--- src/hw/rtl/ack_pkg.sv ---
// ============================================================================
// ack_pkg
// Shared types and constants for the acknowledge-frame deframer.
// ============================================================================
package ack_pkg;

    // Default for the smallest frame that is dropped (frames of this
    // many bytes or more are discarded).
    localparam int MAX_FRAME_DEFAULT = 50;

    // Reset value of the acknowledge package id register.
    localparam logic [7:0] ACK_ID_RESET = 8'h07;

    // Bytes outside the length count: header, id and length; the checksum is counted in the length.
    localparam int FRAME_OVERHEAD = 9;

    // Byte positions within a frame.
    localparam int POS_PID    = 6;
    localparam int POS_LEN_HI = 7;
    localparam int POS_LEN_LO = 8;
    localparam int POS_CODE   = 9;
    localparam int POS_P1_HI  = 10;
    localparam int POS_P1_LO  = 11;
    localparam int POS_P2_HI  = 12;
    localparam int POS_P2_LO  = 13;

    typedef enum logic [1:0] {
        STATUS_OK       = 2'd0,
        STATUS_CHECKSUM = 2'd1,
        STATUS_NOT_ACK  = 2'd2
    } status_t;

    // One received byte with its start-of-frame flag.
    typedef struct packed {
        logic [7:0] rx_byte;
        logic       frame_start;
    } item_t;

    // One frame result.
    typedef struct packed {
        status_t     frame_status;
        logic [7:0]  module_code;
        logic [15:0] param_one;
        logic [15:0] param_two;
    } result_t;

endpackage

--- src/hw/rtl/ack_in_stage.sv ---
// ============================================================================
// ack_in_stage
// Input register for received bytes; accepts a new word every cycle the
// downstream stage advances.
// ============================================================================
module ack_in_stage
(
    input  logic          clk,
    input  logic          rst_n,
    input  logic          in_valid,
    output logic          in_ready,
    input  ack_pkg::item_t in_item,
    input  logic          advance,
    output logic          item_valid,
    output ack_pkg::item_t item
);

    logic           valid_reg;
    ack_pkg::item_t item_reg;

    assign in_ready   = !valid_reg || advance;
    assign item_valid = valid_reg;
    assign item       = item_reg;

    always_ff @(posedge clk or negedge rst_n)
    begin
        if (!rst_n)
        begin
            valid_reg <= 1'b0;
        end
        else if (in_ready)
        begin
            valid_reg <= in_valid;
        end
    end

    always_ff @(posedge clk)
    begin
        if (in_ready && in_valid)
        begin
            item_reg <= in_item;
        end
    end

endmodule

--- src/hw/rtl/ack_parser.sv ---
// ============================================================================
// ack_parser
// Frame state: byte position, length, running checksum, captured fields.
// Produces at most one result per byte, at the last byte of a frame.
// ============================================================================
module ack_parser
#(
    parameter int MAX_FRAME = ack_pkg::MAX_FRAME_DEFAULT
)
(
    input  logic             clk,
    input  logic             rst_n,
    input  logic [7:0]       ack_package_id,
    input  logic             item_valid,
    input  ack_pkg::item_t   item,
    input  logic             advance,
    output logic             res_valid,
    output ack_pkg::result_t res
);

    localparam int POS_W = $clog2(MAX_FRAME);

    logic [POS_W-1:0] pos_reg, pos_next;
    logic             dropping_reg, dropping_next;
    logic [7:0]       len_hi_reg, len_hi_next;
    logic [POS_W-1:0] total_reg, total_next;
    logic [15:0]      sum_reg, sum_next;
    logic [15:0]      window_reg, window_next;
    logic [7:0]       pid_reg, pid_next;
    logic [7:0]       code_reg, code_next;
    logic [15:0]      p1_reg, p1_next;
    logic [15:0]      p2_reg, p2_next;

    // Frame state as seen by this byte: a start flag clears everything.
    logic [POS_W-1:0] p;
    logic [POS_W-1:0] total_cur;
    logic [8:0]       len_lo_total;
    logic             fire;
    logic             active;
    logic             drop;
    logic             frame_end;
    logic [7:0]       b;

    assign fire   = item_valid && advance;
    assign b      = item.rx_byte;
    assign active = item.frame_start || !dropping_reg;
    assign p      = item.frame_start ? '0 : pos_reg;

    // Low length byte plus the fixed overhead; the high byte must be zero.
    assign len_lo_total = {1'b0, b} + 9'(ack_pkg::FRAME_OVERHEAD);

    always_comb
    begin
        sum_next    = item.frame_start ? 16'd0 : sum_reg;
        window_next = item.frame_start ? 16'd0 : window_reg;
        pid_next    = item.frame_start ? 8'd0  : pid_reg;
        len_hi_next = item.frame_start ? 8'd0  : len_hi_reg;
        total_next  = item.frame_start ? '0    : total_reg;
        code_next   = item.frame_start ? 8'd0  : code_reg;
        p1_next     = item.frame_start ? 16'd0 : p1_reg;
        p2_next     = item.frame_start ? 16'd0 : p2_reg;
        drop        = 1'b0;

        // The byte two places back leaves the window and joins the sum.
        if (p >= POS_W'(ack_pkg::POS_LEN_LO))
        begin
            sum_next = sum_next + {8'd0, window_next[15:8]};
        end
        window_next = {window_next[7:0], b};

        case (p)
            POS_W'(ack_pkg::POS_PID):
            begin
                pid_next = b;
            end
            POS_W'(ack_pkg::POS_LEN_HI):
            begin
                len_hi_next = b;
            end
            POS_W'(ack_pkg::POS_LEN_LO):
            begin
                drop       = (len_hi_next != 8'd0) || (len_lo_total >= 9'(MAX_FRAME));
                total_next = len_lo_total[POS_W-1:0];
            end
            POS_W'(ack_pkg::POS_CODE):
            begin
                code_next = b;
            end
            POS_W'(ack_pkg::POS_P1_HI), POS_W'(ack_pkg::POS_P1_LO):
            begin
                p1_next = {p1_next[7:0], b};
            end
            POS_W'(ack_pkg::POS_P2_HI), POS_W'(ack_pkg::POS_P2_LO):
            begin
                p2_next = {p2_next[7:0], b};
            end
            default:
            begin
            end
        endcase

        total_cur = total_next;
        frame_end = !drop && (p >= POS_W'(ack_pkg::POS_LEN_LO))
                    && (({1'b0, p} + 1'b1) == {1'b0, total_cur});

        dropping_next = drop || frame_end;
        pos_next      = frame_end ? p : p + 1'b1;
    end

    always_comb
    begin
        res = '0;
        if (sum_next != window_next)
        begin
            res.frame_status = ack_pkg::STATUS_CHECKSUM;
        end
        else if (pid_next != ack_package_id)
        begin
            res.frame_status = ack_pkg::STATUS_NOT_ACK;
        end
        else
        begin
            res.frame_status = ack_pkg::STATUS_OK;
            res.module_code  = code_next;
            res.param_one    = p1_next;
            res.param_two    = p2_next;
        end
    end

    assign res_valid = fire && active && frame_end;

    always_ff @(posedge clk or negedge rst_n)
    begin
        if (!rst_n)
        begin
            pos_reg      <= '0;
            dropping_reg <= 1'b1;
        end
        else if (fire && active)
        begin
            pos_reg      <= pos_next;
            dropping_reg <= dropping_next;
        end
    end

    always_ff @(posedge clk)
    begin
        if (fire && active)
        begin
            sum_reg    <= sum_next;
            window_reg <= window_next;
            pid_reg    <= pid_next;
            len_hi_reg <= len_hi_next;
            total_reg  <= total_next;
            code_reg   <= code_next;
            p1_reg     <= p1_next;
            p2_reg     <= p2_next;
        end
    end

endmodule

--- src/hw/rtl/ack_out_stage.sv ---
// ============================================================================
// ack_out_stage
// Result register; holds a finished result until the sink takes it.
// ============================================================================
module ack_out_stage
(
    input  logic             clk,
    input  logic             rst_n,
    input  logic             res_valid,
    input  ack_pkg::result_t res,
    output logic             advance,
    output logic             out_valid,
    input  logic             out_ready,
    output ack_pkg::result_t out_res
);

    logic             valid_reg;
    ack_pkg::result_t res_reg;

    assign advance   = !valid_reg || out_ready;
    assign out_valid = valid_reg;
    assign out_res   = res_reg;

    always_ff @(posedge clk or negedge rst_n)
    begin
        if (!rst_n)
        begin
            valid_reg <= 1'b0;
        end
        else if (advance)
        begin
            valid_reg <= res_valid;
        end
    end

    always_ff @(posedge clk)
    begin
        if (advance && res_valid)
        begin
            res_reg <= res;
        end
    end

endmodule

--- src/hw/rtl/ack_frame_deframer_checksum_core.sv ---
// ============================================================================
// ack_frame_deframer_checksum_core
// Deframer for length-prefixed acknowledge frames with a 16-bit additive sum.
// ============================================================================
// Path: the last byte of a frame passes the input register, then the parser,
// which feeds its result word into the result register.
// Throughput: one byte word per cycle, sustained while the sink takes results;
// a result word the sink has not taken holds back the bytes behind it.
// Reset: rst_n clears the pipeline valids and puts the parser in its
// wait-for-frame-start state; the package id register returns to 0x07.
// ============================================================================
module ack_frame_deframer_checksum_core
#(
    parameter int MAX_FRAME = ack_pkg::MAX_FRAME_DEFAULT
)
(
    input  logic        clk,
    input  logic        rst_n,

    // Configuration: acknowledge package id.
    input  logic        cfg_valid,
    output logic        cfg_ready,
    input  logic [7:0]  cfg_data,

    // Received bytes.
    input  logic        s_axis_tvalid,
    output logic        s_axis_tready,
    input  logic [7:0]  s_axis_tdata,   // [7:0] rx_byte
    input  logic        s_axis_tuser,   // [0] frame_start

    // Frame results.
    output logic        m_axis_tvalid,
    input  logic        m_axis_tready,
    output logic [39:0] m_axis_tdata,   // [7:0] module_code, [23:8] param_one,
                                        // [39:24] param_two
    output logic [1:0]  m_axis_tuser    // [1:0] frame_status
);

    logic [7:0]       ack_id_reg;
    ack_pkg::item_t   in_item;
    ack_pkg::item_t   item;
    logic             item_valid;
    logic             advance;
    logic             res_valid;
    ack_pkg::result_t res;
    ack_pkg::result_t out_res;

    // The configuration register is always writable; the user must write it only
    // while the block is idle, which the block itself does not enforce.
    assign cfg_ready = 1'b1;

    always_ff @(posedge clk or negedge rst_n)
    begin
        if (!rst_n)
        begin
            ack_id_reg <= ack_pkg::ACK_ID_RESET;
        end
        else if (cfg_valid && cfg_ready)
        begin
            ack_id_reg <= cfg_data;
        end
    end

    assign in_item.rx_byte     = s_axis_tdata;
    assign in_item.frame_start = s_axis_tuser;

    // Input register. It takes a new word whenever the result register can
    // advance; a result that the sink has not yet taken holds back the byte
    // stream until it is taken.
    ack_in_stage u_in_stage
    (
        .clk        (clk),
        .rst_n      (rst_n),
        .in_valid   (s_axis_tvalid),
        .in_ready   (s_axis_tready),
        .in_item    (in_item),
        .advance    (advance),
        .item_valid (item_valid),
        .item       (item)
    );

    // Frame parser: position counter, length check, running checksum and
    // field captures, all updated together for each byte.
    ack_parser
    #(
        .MAX_FRAME (MAX_FRAME)
    )
    u_parser
    (
        .clk            (clk),
        .rst_n          (rst_n),
        .ack_package_id (ack_id_reg),
        .item_valid     (item_valid),
        .item           (item),
        .advance        (advance),
        .res_valid      (res_valid),
        .res            (res)
    );

    // Result register toward the sink.
    ack_out_stage u_out_stage
    (
        .clk       (clk),
        .rst_n     (rst_n),
        .res_valid (res_valid),
        .res       (res),
        .advance   (advance),
        .out_valid (m_axis_tvalid),
        .out_ready (m_axis_tready),
        .out_res   (out_res)
    );

    assign m_axis_tdata = {out_res.param_two, out_res.param_one, out_res.module_code};
    assign m_axis_tuser = out_res.frame_status;

endmodule
--- config.mk ---
export PLATFORM = sky130hd
export DESIGN_NAME = ack_frame_deframer_checksum_core
export DESIGN_NICKNAME = d
export VERILOG_FILES = /design/src/hw/rtl/ack_pkg.sv /design/src/hw/rtl/ack_in_stage.sv /design/src/hw/rtl/ack_parser.sv /design/src/hw/rtl/ack_out_stage.sv /design/src/hw/rtl/ack_frame_deframer_checksum_core.sv
export SDC_FILE = /design/constraint.sdc
export NUM_CORES = 1
export LEC_CHECK = 0
export CORE_MARGIN = 2
export CORE_UTILIZATION = 30
export CTS_CLUSTER_DIAMETER = 50
export DETAILED_ROUTE_END_ITERATION = 16
export DONT_BUFFER_PORTS = 1
export PLACE_DENSITY = 0.52
export REMOVE_ABC_BUFFERS = 1
export SYNTH_ARGS = -nofsm -noshare
export SYNTH_HDL_FRONTEND = slang
export SYNTH_HIERARCHICAL = 1
export SYNTH_SLANG_ARGS = --single-unit
--- constraint.sdc ---
create_clock -name clk -period 9.1 [get_ports clk]
set_input_delay 1.82 -clock clk [delete_from_list [all_inputs] [get_ports clk]]
set_output_delay 1.82 -clock clk [all_outputs]
set_load 0.02 [all_outputs]
**Word level (Yosys, flattened, before mapping)**

Cells that the tools add are included.

- Logic and storage cells: 75
- Input bits: 22
- Output and inout port bits: 45
- Register bits after elaboration: 162

- Add/sub/neg operators: 4
- Muxes and demuxes: 19
- Equal/unequal tests: 11
- Order comparisons: 2
- Reduce and logical (&&, ||, !) cells: 20

Operators with widths:

| cell | count |
|---|---|
| 2-to-1 mux 16 bit | 7 |
| 2-to-1 mux 8 bit | 6 |
| equality test 6 x 4 -> 1 bit, second input constant | 6 |
| 2-to-1 mux 6 bit | 4 |
| adder 16 x 8 -> 16 bit | 1 |
| inequality test 16 bit | 1 |
| equality test 6 x 3 -> 1 bit, second input constant | 2 |
| adder 8 x 4 -> 9 bit, second input constant | 1 |
| >= comparator 9 x 6 -> 1 bit, second input constant | 1 |
| inequality test 8 bit | 1 |
| nonzero test 8 bit | 1 |
| adder 6 x 1 -> 7 bit, second input constant | 1 |
| equality test 7 x 6 -> 1 bit | 1 |
| logical AND 1 bit | 7 |
| adder 6 x 1 -> 6 bit, second input constant | 1 |
| >= comparator 6 x 4 -> 1 bit, second input constant | 1 |
| OR reduction 2 bit | 3 |
| logical OR 1 bit | 5 |
| logical NOT 1 bit | 4 |
| 2-to-1 mux 2 bit | 1 |
| 2-to-1 mux 1 bit | 1 |

**Logic depth before layout (Yosys ltp)**

- Depth after elaboration: 9
- Gate-level depth with buffers: 21
- Depth with buffers taken out: 12

**Hierarchy**

The synthesis kept the hierarchy.

Modules (own cells, without submodules):

| module | cells an instance | instances | sequential area each (um^2) | area each (um^2) |
|---|---|---|---|---|
| ack_parser | 734 | 1 | 2999.1 | 6856.6 |
| ack_out_stage | 46 | 1 | 1286.2 | 1315.0 |
| ack_frame_deframer_checksum_core | 19 | 1 | 203.9 | 346.6 |
| ack_in_stage | 13 | 1 | 295.3 | 324.1 |

**Least setup slack after synthesis**

No wires, ideal clock.

- Kind: input to register
- Start: input port m_axis_tready
- End: register u_parser.pos_reg[1]
- Data required time: 8975 ps
- Path slack: 1886 ps
- Arrival: 7089 ps
- Setup time: 125 ps
- Buffers on the path: 1
- Cell stages on the path: 6
- Cells stage by stage: nand2b_4 > nand2_1 > nor2_1 > and2_4 > buf_6 > mux2_4

- Longest elaborated chain between the ends: 3

Ends and longest elaborated chain:

| item | line | text |
|---|---|---|
| from (decl) | ack_frame_deframer_checksum_core.sv:33 | `input logic m_axis_tready,` |
| logical OR 1 bit | ack_out_stage.sv:20 | `assign advance = !valid_reg \|\| out_ready;` |
| logical AND 1 bit | ack_parser.sv:44 | `assign fire = item_valid && advance;` |
| logical AND 1 bit | ack_parser.sv:139 | `else if (fire && active)` |
| to (signal assigned) | ack_parser.sv:141 | `pos_reg <= pos_next;` |
| to (decl) | ack_parser.sv:23 | `logic [POS_W-1:0] pos_reg, pos_next;` |

Every way passes these cells.
A chain may end at the register's enable or synchronous reset.

**Worst setup path in the final report**

- Start: register u_in_stage.item_reg, in the netlist u_in_stage/item[0]
- End: register u_out_stage.res_reg, in the netlist u_out_stage/out_res[40] (data pin)

- Longest elaborated chain between the ends: 4
- Elaborated cells between the ends (all ways): 7
- Those cells by class: add/sub: 1; order compare: 1; eq/ne: 1; mux: 4

Ends and longest elaborated chain:

| item | line | text |
|---|---|---|
| from (decl) | ack_in_stage.sv:19 | `ack_pkg::item_t item_reg;` |
| from (signal assigned) | ack_in_stage.sv:41 | `item_reg <= in_item;` |
| 2-to-1 mux 16 bit, or another cell as far along | ack_parser.sv:54 | `sum_next = item.frame_start ? 16'd0 : sum_reg;` |
| adder 16 x 8 -> 16 bit / >= comparator 6 x 4 -> 1 bit (equally long branches) | ack_parser.sv:67, ack_parser.sv:65 |  |
| 2-to-1 mux 16 bit | ack_parser.sv:65 | `if (p >= POS_W'(ack_pkg::POS_LEN_LO))` |
| inequality test 16 bit (*) | ack_parser.sv:113 | `if (sum_next != window_next)` |
| to (signal assigned) | ack_out_stage.sv:40 | `res_reg <= res;` |
| to (decl) | ack_out_stage.sv:18 | `ack_pkg::result_t res_reg;` |

Mark *: on every way between the ends. The rest lies on a longest branch, timed or not.

==> qor.txt <==
Status: finished, final reports clean
Synthesis-stage register bit count: 162
Filler cells: 2,959
Share of flip-flops with an asynchronous set or reset: 0.105
Slowest stage delay, CP: 0.87 ns
Worst Reg-to-Reg Cells: 14
CP Capture Type: flip-flop
Max VDD drop: 141 µV
Vias in the first global route: 5,867
Number of antenna repair diodes: 0
Root buf cell: clkbuf_16
CTS Buffer Depth: 2
Critical path buffers and inverters: 4
Crit. path cell count: 14
Number of I/O port buffers: 0
Total wire length: 21,300 µm
Fin crit period: 5.43 ns
Seq/Total Area, Yosys: 0.541
All-Layer GR Usage: 0.141
GP Congestion: 0.845
H-tree depth: 4
WHS: 0.548 ns
Worst-path cell chain: buf_4, inv_2, nand2_1, inv_1, ha_1, a221oi_2, nor4_2, o31ai_4, nor4_2, xnor2_1, o21ai_1, nand4_1, buf_4, or3_1
Ranking of synthesized cells by area: edfxtp_1, nand2_1, dfrtp_1
Synth Cell Area: 8840 µm²
Reg2reg end: u_out_stage/out_res[40]
Largest net degree at the start of global routing: 74
Post-CTS sizing: 0
Hpwl dp: 13,400 µm
Power Dens Cells: 205 nW/µm²
Post-route setup TNS: 0 ns
Die X: 176 µm
Clock sink count: 162
Final total power: 1.98 mW
Worst Max-Slew Pin Slew: 1.11 ns
Core ar.: 28,900 µm²
Gr ovfl total: 0
Pins Over Slew Limit: 0
CP endpoint: u_out_stage/out_res[40]
Initial Util: 0.306
Reg2reg setup slack: 3.67 ns
Critical Path AT: 5.61 ns
Kind of critical path: flip-flop to flip-flop
Tcrit/Tclk final: 0.597
CP max stage cell: nand4_1
Setup bufs post-CTS: 0
Peak Freq: 0.184 GHz
Hold Path Class: flip-flop to flip-flop
Synth Instances: 812
DR DRC count: 0
Synth-to-Final Area Change: 9.49%
Reg-to-reg startpoint: u_in_stage/item[0]
Final ANT Viol Nets: 0
Design area: 9680 µm²
Placed Cells: 1,139
Slew margin rel.: 0.259
Share of cells above drive strength 1: 0.127
RSZ-0062 raised after global routing: false
Max Fanout on Critical Path: 73
Critical Path Source Type: flip-flop
Final Util: 0.336
Routed length per instance: 18.2 µm
Wire length of the first global-routing pass: 33,700 µm
DIE AREA: 30,900 µm²
Primary FF master, synth: edfxtp_1
Mean Syn Cell Area: 10.9 µm²
Final #Nets: 809
PnR worst setup slack: 3.67 ns
# rows: 62
Final count of hold timing violations: 0
Max reg flops: 42
Die height: 176 µm
Dpl ws: 3.74 ns
Largest delay share family, worst path: simple AND/OR/NAND/NOR gates
Finished Layout Cells: 1,171
Synth area leader: edfxtp_1
Yosys cell types: 72
Skew final: 0.00789 ns
Dpl cell area: 9090 µm²
Lkg Pwr: 3.10 nW
Synth top area share: 0.492
# setup viols final: 0
Worst EP required: 9.28 ns
CTS Buf Count: 17
CP Launch Point: u_in_stage/item[0]
Via/cell ratio: 5.13
CTS tree: done
Max-capacitance violation count: 0
Number of enable flip-flop cells after synthesis: 145
DR pass1 iterations: 5
Hold_buf cts: 0
Reg clk slew, reported paths: 0.06 ns
Worst-skew pair later-pin latency: 0.44 ns
Vias after detailed routing: 6,010
Top Ports: 67
Initial antenna violation count: 0
Initial DRC Count: 543
YS warnings: 6
[layout make-up]
class / instances / area (µm²) / area share
clock buffers: 18 / 429 / 0.0443
multi-input cells: 561 / 3670 / 0.379
well taps: 384 / 480 / 0.0496
flip-flops and latches: 162 / 4780 / 0.494
repair buffers: 10 / 75.1 / 0.00775
inverters: 22 / 82.6 / 0.00853
clock inverters: 14 / 164 / 0.0169
[report_power, final]
group | switching (mW) | leakage [nW] | internal, mW
Combinational | 0.200 | 1.31 | 0.114
Clock | 0.298 | 0.276 | 0.429
Sequential | 0.0590 | 1.51 | 0.880
Total | 0.557 | 3.10 | 1.42
[synth_stat cells, drive strengths merged, types with 9 or more instances]
cell,count
a21oi,21
a31o,9
and3,14
buf,30
clkbuf,37
dfrtp,13
edfxtp,145
ha,12
inv,22
mux2,14
mux2i,18
nand2,128
nand2b,11
nand3,11
nor2,50
nor2b,23
nor3,11
nor4,51
o21ai,52
xnor2,30
xor2,15
[routing by layer]
| metal | part of all wire | track usage |
|---|---|---|
| met1 | 0.47 | 0.190 |
| met2 | 0.46 | 0.220 |
| met3 | 0.051 | 0.0329 |
| met4 | 0.022 | 0.0534 |
| met5 | 0 | 0 |
[kinds of logic (layout without fill, tap and decap cells)]
logic type,Yosys count,in the layout,synth area share
buffers and inverters,89,64,0.0475
AND/OR/NAND/NOR,337,337,0.203
adder cells (fa/ha/maj),13,13,0.0192
XOR/XNOR,45,45,0.0446
other,1,1,0.000424
flip-flops,162,162,0.541
AO/OA/AOI/OAI,133,133,0.101
multiplexers,32,32,0.0429
[placed cells by master (no fill, tap or decap), types with 6 or more instances in the layout]
master	n
a21oi_1	21
a31o_2	9
and3_1	14
buf_4	10
clkbuf_16	17
dfrtp_1	13
edfxtp_1	145
ha_1	12
inv_1	21
mux2_4	11
mux2i_1	18
nand2_1	128
nand2b_1	9
nand3_1	10
nand4_1	6
nor2_1	48
nor2b_1	23
nor3_1	11
nor4_1	37
nor4_2	14
o21ai_0	49
or3_1	6
xnor2_1	30
xor2_1	14
[worst min path at each step]
stage,to,cells after the start,startpoint
after floorplan,u_parser/dropping_reg,2,u_parser/dropping_reg
after global placement,u_parser/dropping_reg,2,u_parser/dropping_reg
after detailed placement,ack_id_reg[3],1,ack_id_reg[3]
after CTS,ack_id_reg[4],1,ack_id_reg[4]
after global routing,ack_id_reg[4],1,ack_id_reg[4]
final,ack_id_reg[4],1,ack_id_reg[4]
(Power assumes the default switching activity.)
